### config.mk
export PLATFORM = sky130hd
export DESIGN_NAME = ptc_temp
export DESIGN_NICKNAME = d
export VERILOG_FILES = /design/src/rtl/pressure_temperature_compensation_macros.svh /design/src/rtl/ptc_pkg.sv /design/src/rtl/ptc_temp.sv
export SDC_FILE = /design/constraint.sdc
export NUM_CORES = 2
export LEC_CHECK = 0
export BUFFER_PORTS_ARGS = -buffer_cell sky130_fd_sc_hd__buf_2
export CAP_MARGIN = 20
export CORE_MARGIN = 2
export CORE_UTILIZATION = 35
export DETAILED_ROUTE_END_ITERATION = 7
export HOLD_SLACK_MARGIN = 0.08
export PLACE_DENSITY_LB_ADDON = 0.05
export SYNTH_ARGS = -nofsm -noshare
export SYNTH_HDL_FRONTEND = slang
export SYNTH_SLANG_ARGS = --single-unit
### constraint.sdc
create_clock -name clk -period 7.98 [get_ports clk]
set_input_delay 0.798 -clock clk [delete_from_list [all_inputs] [get_ports clk]]
set_output_delay 0.798 -clock clk [all_outputs]
set_load 0.1 [all_outputs]
### src/rtl/pressure_temperature_compensation_macros.svh
// Assertion macros for the pressure/temperature compensation block.
// Used by the top level only; expects clk and rst_n in scope.
`ifndef PRESSURE_TEMPERATURE_COMPENSATION_MACROS_SVH
`define PRESSURE_TEMPERATURE_COMPENSATION_MACROS_SVH

// checked while out of reset
`define PTC_ASSERT(lbl, prop, msg) \
  lbl: assert property (@(posedge clk) disable iff (!rst_n) prop) else $error(msg);

// checked at every edge, reset included
`define PTC_ASSERT_RST(lbl, prop, msg) \
  lbl: assert property (@(posedge clk) prop) else $error(msg);

`endif

### src/rtl/ptc_pkg.sv
// Shared types and constants for the pressure/temperature compensation block.
// No dependencies.
package ptc_pkg;

  localparam int NUM_REGS   = 6;
  localparam int CFG_IDX_W  = 3;
  localparam int CFG_DATA_W = 32;
  localparam int DIV_W      = 64;

  localparam logic [CFG_IDX_W-1:0] REG_T1_T2 = 3'd0;
  localparam logic [CFG_IDX_W-1:0] REG_T3_P1 = 3'd1;
  localparam logic [CFG_IDX_W-1:0] REG_P2_P3 = 3'd2;
  localparam logic [CFG_IDX_W-1:0] REG_P4_P5 = 3'd3;
  localparam logic [CFG_IDX_W-1:0] REG_P6_P7 = 3'd4;
  localparam logic [CFG_IDX_W-1:0] REG_P8_P9 = 3'd5;

  localparam logic signed [32:0] TF_OFFSET  = 33'sd128000;
  localparam logic [20:0]        P_FULL     = 21'd1048576;
  localparam logic signed [63:0] K_3125     = 64'sd3125;
  localparam logic signed [63:0] ONE_SH47   = 64'sh0000_8000_0000_0000;
  localparam logic signed [31:0] TC_MUL     = 32'sd5;
  localparam logic signed [31:0] TC_RND     = 32'sd128;

  typedef struct packed {
    logic [19:0] raw_temperature;
    logic [19:0] raw_pressure;
  } in_req_t;

  typedef struct packed {
    logic signed [26:0] temperature_centi;
    logic signed [31:0] fine_temperature;
    logic [31:0]        pressure_q24_8;
    logic               pressure_invalid;
  } out_rsp_t;

  typedef struct packed {
    logic [15:0]        t1;
    logic signed [15:0] t2;
    logic signed [15:0] t3;
    logic [15:0]        p1;
    logic signed [15:0] p2;
    logic signed [15:0] p3;
    logic signed [15:0] p4;
    logic signed [15:0] p5;
    logic signed [15:0] p6;
    logic signed [15:0] p7;
    logic signed [15:0] p8;
    logic signed [15:0] p9;
  } coef_t;

  // temperature stage -> pressure front end
  typedef struct packed {
    logic signed [26:0] tc;
    logic signed [31:0] tf;
    logic [19:0]        ap;
  } temp_res_t;

  // pressure front end -> divider
  typedef struct packed {
    logic signed [63:0] num;
    logic signed [63:0] den;
    logic signed [26:0] tc;
    logic signed [31:0] tf;
  } frac_t;

  // divider -> pressure back end
  typedef struct packed {
    logic signed [63:0] q;
    logic               invalid;
    logic signed [26:0] tc;
    logic signed [31:0] tf;
  } quot_t;

endpackage

### src/rtl/ptc_temp.sv
// Temperature compensation, five pipeline stages, 32-bit wrapping math.
// Depends on ptc_pkg.
module ptc_temp (
  input  logic                clk,
  input  logic                rst_n,
  input  logic                en,
  input  ptc_pkg::coef_t      coef,
  input  logic                in_valid,
  input  ptc_pkg::in_req_t    in_data,
  output logic                out_valid,
  output ptc_pkg::temp_res_t  out_data
);

  localparam int NS = 5;

  logic [NS-1:0] v_r;
  logic signed [31:0] t2x, t3x;
  logic signed [31:0] a_r, b_r, m1_r, bb_r, tv1_r, m2_r, tf_r, tf5_r, tcm_r;
  logic signed [31:0] a_nxt, b_nxt, tc_sh;
  logic [19:0] ap1_r, ap2_r, ap3_r, ap4_r, ap5_r;

  assign t2x = 32'(coef.t2);
  assign t3x = 32'(coef.t3);

  assign a_nxt = $signed({15'b0, in_data.raw_temperature[19:3]})
               - $signed({15'b0, coef.t1, 1'b0});
  assign b_nxt = $signed({16'b0, in_data.raw_temperature[19:4]})
               - $signed({16'b0, coef.t1});

  always_ff @(posedge clk) begin
    if (!rst_n) begin
      v_r <= '0;
    end else if (en) begin
      v_r <= {v_r[NS-2:0], in_valid};
    end
  end

  always_ff @(posedge clk) begin
    if (en) begin
      a_r   <= a_nxt;
      b_r   <= b_nxt;
      ap1_r <= in_data.raw_pressure;
      m1_r  <= a_r * t2x;
      bb_r  <= b_r * b_r;
      ap2_r <= ap1_r;
      tv1_r <= m1_r >>> 11;
      m2_r  <= (bb_r >>> 12) * t3x;
      ap3_r <= ap2_r;
      tf_r  <= tv1_r + (m2_r >>> 14);
      ap4_r <= ap3_r;
      tcm_r <= tf_r * ptc_pkg::TC_MUL + ptc_pkg::TC_RND;
      tf5_r <= tf_r;
      ap5_r <= ap4_r;
    end
  end

  assign tc_sh        = tcm_r >>> 8;
  assign out_valid    = v_r[NS-1];
  assign out_data.tc  = tc_sh[26:0];
  assign out_data.tf  = tf5_r;
  assign out_data.ap  = ap5_r;

endmodule

## Word level (Yosys, flattened, before mapping)

Index checks and enable logic that the tools add are counted.

| storage, ports and cells | value |
|---|---|
| register bits after elaboration | 382 |
| bits of input ports | 236 |
| word-level logic and storage cells | 23 |

| operators by class | value |
|---|---|
| add/sub/neg operators | 4 |
| multiply operators | 4 |

Operators by type and width:

| operator | count |
|---|---|
| adder 32 x 9 -> 32 bit, second input constant | 1 |
| multiplier 20 x 16 -> 32 bit | 1 |
| multiplier 32 x 16 -> 32 bit | 1 |
| multiplier 32 x 32 -> 32 bit | 1 |
| multiplier 32 x 4 -> 32 bit, second input constant | 1 |
| adder 21 x 18 -> 22 bit | 1 |
| subtractor 17 x 17 -> 18 bit | 1 |
| subtractor 16 x 16 -> 17 bit | 1 |

## Depth between registers and ports, before layout

| depth | value |
|---|---|
| depth in word-level cells | 2 |
| depth in mapped cells | 28 |
| depth with buffers taken out | 26 |

## Least setup slack after synthesis

No wires, ideal clock.

| timing | value |
|---|---|
| path kind | register to register |
| start point | register a_r[11] (netlist name) |
| end point | register bb_r[31] (data pin) |
| library setup time | 0.135 ns |
| data arrival time | 7.447 ns |
| setup slack | 0.398 ns |
| stages on the path, launching flop included | 27 |
| path buffers | 2 |
| clock period less this slack | 7.582 ns |
| path through | edfxtp_1 clkbuf_1 clkbuf_1 nand2_1 fa_1 inv_1 fa_1 fa_1 inv_1 fa_1 inv_1 fa_1 inv_1 fa_1 inv_1 fa_1 fa_1 ha_1 or3_1 o21ai_0 a31oi_1 a31oi_1 a21bo_2 o41a_4 a311o_1 a2111o_1 nand3_1 |

RTL lines:

| what | RTL line | text |
|---|---|---|
| end signal, assigned | ptc_temp.sv:44 | `bb_r <= b_r * b_r;` |
| end, declared | ptc_temp.sv:18 | `logic signed [31:0] a_r, b_r, m1_r, bb_r, tv1_r, m2_r, tf_r, tf5_r, tcm_r;` |

==> impl_metrics.csv <==
group,metric,value,unit
run_status,status,"finished clean",
synthesis,synth_nets,5567,
grt,grt.overflow.total,0,
synthesis,synth_cell_types,76,
synthesis,yosysWarnings,0,
worst_setup_path,r2r_slack,0.38,ns
grt,first_global_vias,29700,
synthesis,synth-compound-area-share,3.72,%
synthesis,ys_ff_latch,271,
synthesis,synth_top_area_share,40.9,%
synthesis,synth_edf_count,266,
synthesis,syn-cell-area,0.0427,mm^2
worst_setup_path,reg2reg_to,"bb_r[31]$_DFFE_PP_",
worst_setup_path,critPathLaunch,"a_r[7]$_DFFE_PP_",
clocking,cts_buffers,34,
route,remaining_drc_errors,0,
placed_design,io_buffers,168,
final_layout,final_layout_size_suffix_gt1_share,7.90,%
worst_setup_path,r2r_start,"a_r[7]$_DFFE_PP_",
synthesis,syn_avg_cell_area,10.5,um^2
timing,rsz0062_at_grt,"false",
floorplan,core_area,0.121,mm^2
clocking,cts_buffer_depth,3,
floorplan,rows,128,
synthesis,synth_mux_area_share,0.217,%
grt,grt-busiest-layer,"met2",
route,drt-pass1-iter-count,5,
final_layout,syn_to_final_growth,9.73,%
clocking,h-tree-depth,2,
synthesis,ys_seq_area_share,18.9,%
synthesis,synth_top_family_by_area,"adder cells",
synthesis,synthTopCellsByCount,"inv_1, fa_1, nand2_1",
route,viasPerCell,4.50,
final_layout,final_area,0.0468,mm^2
timing,finalSetupViolations,0,
floorplan,die_w,353,um
floorplan,start_util,35.2,%
timing,slew_violations,0,
final_layout,fin_nets,5714,
clocking,cts_tree,"built",
worst_setup_path,path_class,"reg2reg",
timing,hold_viol_final,0,
route,drtAntennaViolNets,0,
timing,fin_skew,0.0368,ns
placed_design,dpl_cell_area,0.0457,mm^2
synthesis,synthAdderAreaFrac,52.3,%
grt,grt_use_met3,2.13,%
clocking,insertion_delay,0.57,ns
timing,tightest_slew,0.981,ns
grt,grt_pass1_wl,170,mm
timing,period_share,95.3,%
clocking,clock_tree.root_cell,"clkbuf_16",
worst_setup_path,required,8.39,ns
floorplan,die-area,0.125,mm^2
worst_setup_path,crit_fanout,9,
placed_design,hpwl,86.9,mm
worst_setup_path,cp-start-kind,"register",
hold_path,worst_hold_path_type,"reg2reg",
timing,relSlewSlack,34.6,%
synthesis,synthSimpleGateAreaFrac,10.9,%
grt,grt_usage,17.5,%
hold_path,worstHoldStart,"ap2_r[17]$_DFFE_PP_",
worst_setup_path,cp-endpoint,"bb_r[31]$_DFFE_PP_",
route,drtIter0Drc,1094,
floorplan,die_height,353,um
synthesis,synthXorXnorAreaFrac,3.37,%
route,wl_per_cell,17.8,um
timing,final.min_clock_period,7.60,ns
synthesis,yosysTopAreaCell,"fa_1",
placed_design,gp_congestion,0.796,
grt,grt.met2_usage,29.5,%
route,routed_wirelength,105,mm
worst_setup_path,setup.worst_path.end_class,"register",
synthesis,yosysMostFrequentCell,"inv_1",
timing,clock.fmax,132,MHz
floorplan,ios,316,
flow_run,maxCapViolations,0,
grt,grt_use_met1,24.8,%
worst_setup_path,worstPathArrival,8.02,ns
grt,grt_max_degree,79,
grt,antenna_found_initial,5,
route,vias,26400,
synthesis,synthFlopType,"edfxtp_1",
synthesis,yosys-top-cells-area,"fa_1, edfxtp_1, ha_1",
clocking,path_clk_slew,0.06,ns
timing,setup_tns,0,ns
clocking,cts_sinks,271,
synthesis,postSynthCellCount,4070,
worst_setup_path,reg2regPathDepth,24,
synthesis,ys_async_sr_fraction,0,%
## registers in the layout, indices dropped and copies added (netlist names)
register,cells
ap5_r,20
tcm_r,24
bb_r,20
m2_r,18
ap3_r,20
m1_r,21
v_r,5
tf5_r,22
tv1_r,21
a_r,18
tf_r,22
ap4_r,20
ap2_r,20
ap1_r,20
## worst min path at each step
stage,to,cells past startpoint,slack [ns]
6_report,ap3_r[17]$_DFFE_PP_,0,0.41
3_5_place_dp,ap2_r[13]$_DFFE_PP_,0,0.40
2_1_floorplan,ap2_r[0]$_DFFE_PP_,0,0.40
5_1_grt,ap1_r[11]$_DFFE_PP_,1,0.38
3_3_place_gp,ap3_r[5]$_DFFE_PP_,0,0.40
4_1_cts,ap1_r[13]$_DFFE_PP_,1,0.37
## metrics by stage
step | util, % | std cells | hold WS, ns | setup WS [ns]
finish | 38.6 | 5871 | 0.414 | 0.375
CTS | 38.6 | 5867 | 0.369 | 0.314
floorplan | - | 4070 | 0.400 | 0.398
detailed placement | 37.6 | 5805 | 0.405 | 0.338
global route | 38.6 | 5868 | 0.379 | 0.0120
global placement | 37.6 | 5805 | 0.400 | 0.361
## repair_timing
action                                  CTS  global route
setup buffers                             0             1
gates resized for setup                   0             3
hold buffers                              0             0
endpoints found under the setup margin    0             1
## logic make-up (layout without fill, tap and decap cells)
family                     after synthesis  after routing
adders and majority gates             1261           1261
and+or+nand+nor                        954            954
DFF                                    271            271
buffers and inverters                 1187           1360
other                                    0              3
muxes                                    9              9
AOI/OAI and AO/OA                      224            224
xor gates and xnor gates               164            164
## layout by cell type (no fill, tap or decap), types with 8 or more instances in the layout
cell and n:
nor3_1 21, nand2_1 430, nand2b_1 30, and3_1 11, nor2b_1 21, nand4_1 10, a21o_1 27, ha_1 390
fa_1 871, buf_2 167, o21ai_0 31, and2_1 312, buf_4 86, o21a_1 24, a21oi_1 51, a211oi_1 11
xnor2_1 126, o21ai_1 8, xor2_1 38, a31oi_1 11, clkbuf_16 34, inv_1 1039, nor2_1 83, edfxtp_1 266
nand3_1 17
## per-layer routing
| layer | part of all wire (%) | up-vias |
|---|---|---|
| met4 | 1.1 | 0 |
| met1 | 48 | 13500 |
| li1 | - | 12500 |
| met2 | 48 | 375 |
| met5 | 0 | - |
| met3 | 3.4 | 71 |
## area by class of cell
type	count	area, um^2
inverter	1039	3900
clock buffer	41	897
timing repair buffer	259	1570
sequential	271	8090
fill	12300	74600
multi-input combinational	2612	30100
clock inverter	21	249
tap	1625	2030
antenna	3	7.51
## critical path: stages (launching register included)
cell and delay (ns):
edfxtp_1 0.63, nand2_1 0.14, fa_1 0.56, inv_1 0.06, fa_1 0.48, fa_1 0.52, inv_1 0.05, fa_1 0.47
inv_1 0.06, fa_1 0.50, inv_1 0.05, fa_1 0.53, inv_1 0.05, fa_1 0.49, fa_1 0.41, ha_1 0.30
or3_1 0.34, o21ai_0 0.09, a31oi_1 0.07, a31oi_1 0.13, a21bo_2 0.28, o41a_4 0.39, a311o_1 0.39, a2111o_1 0.38
nand3_1 0.09
Power is left out: the tool's default activity adds up to more than one toggle a clock period on the data nets, which glitch-free logic cannot reach.
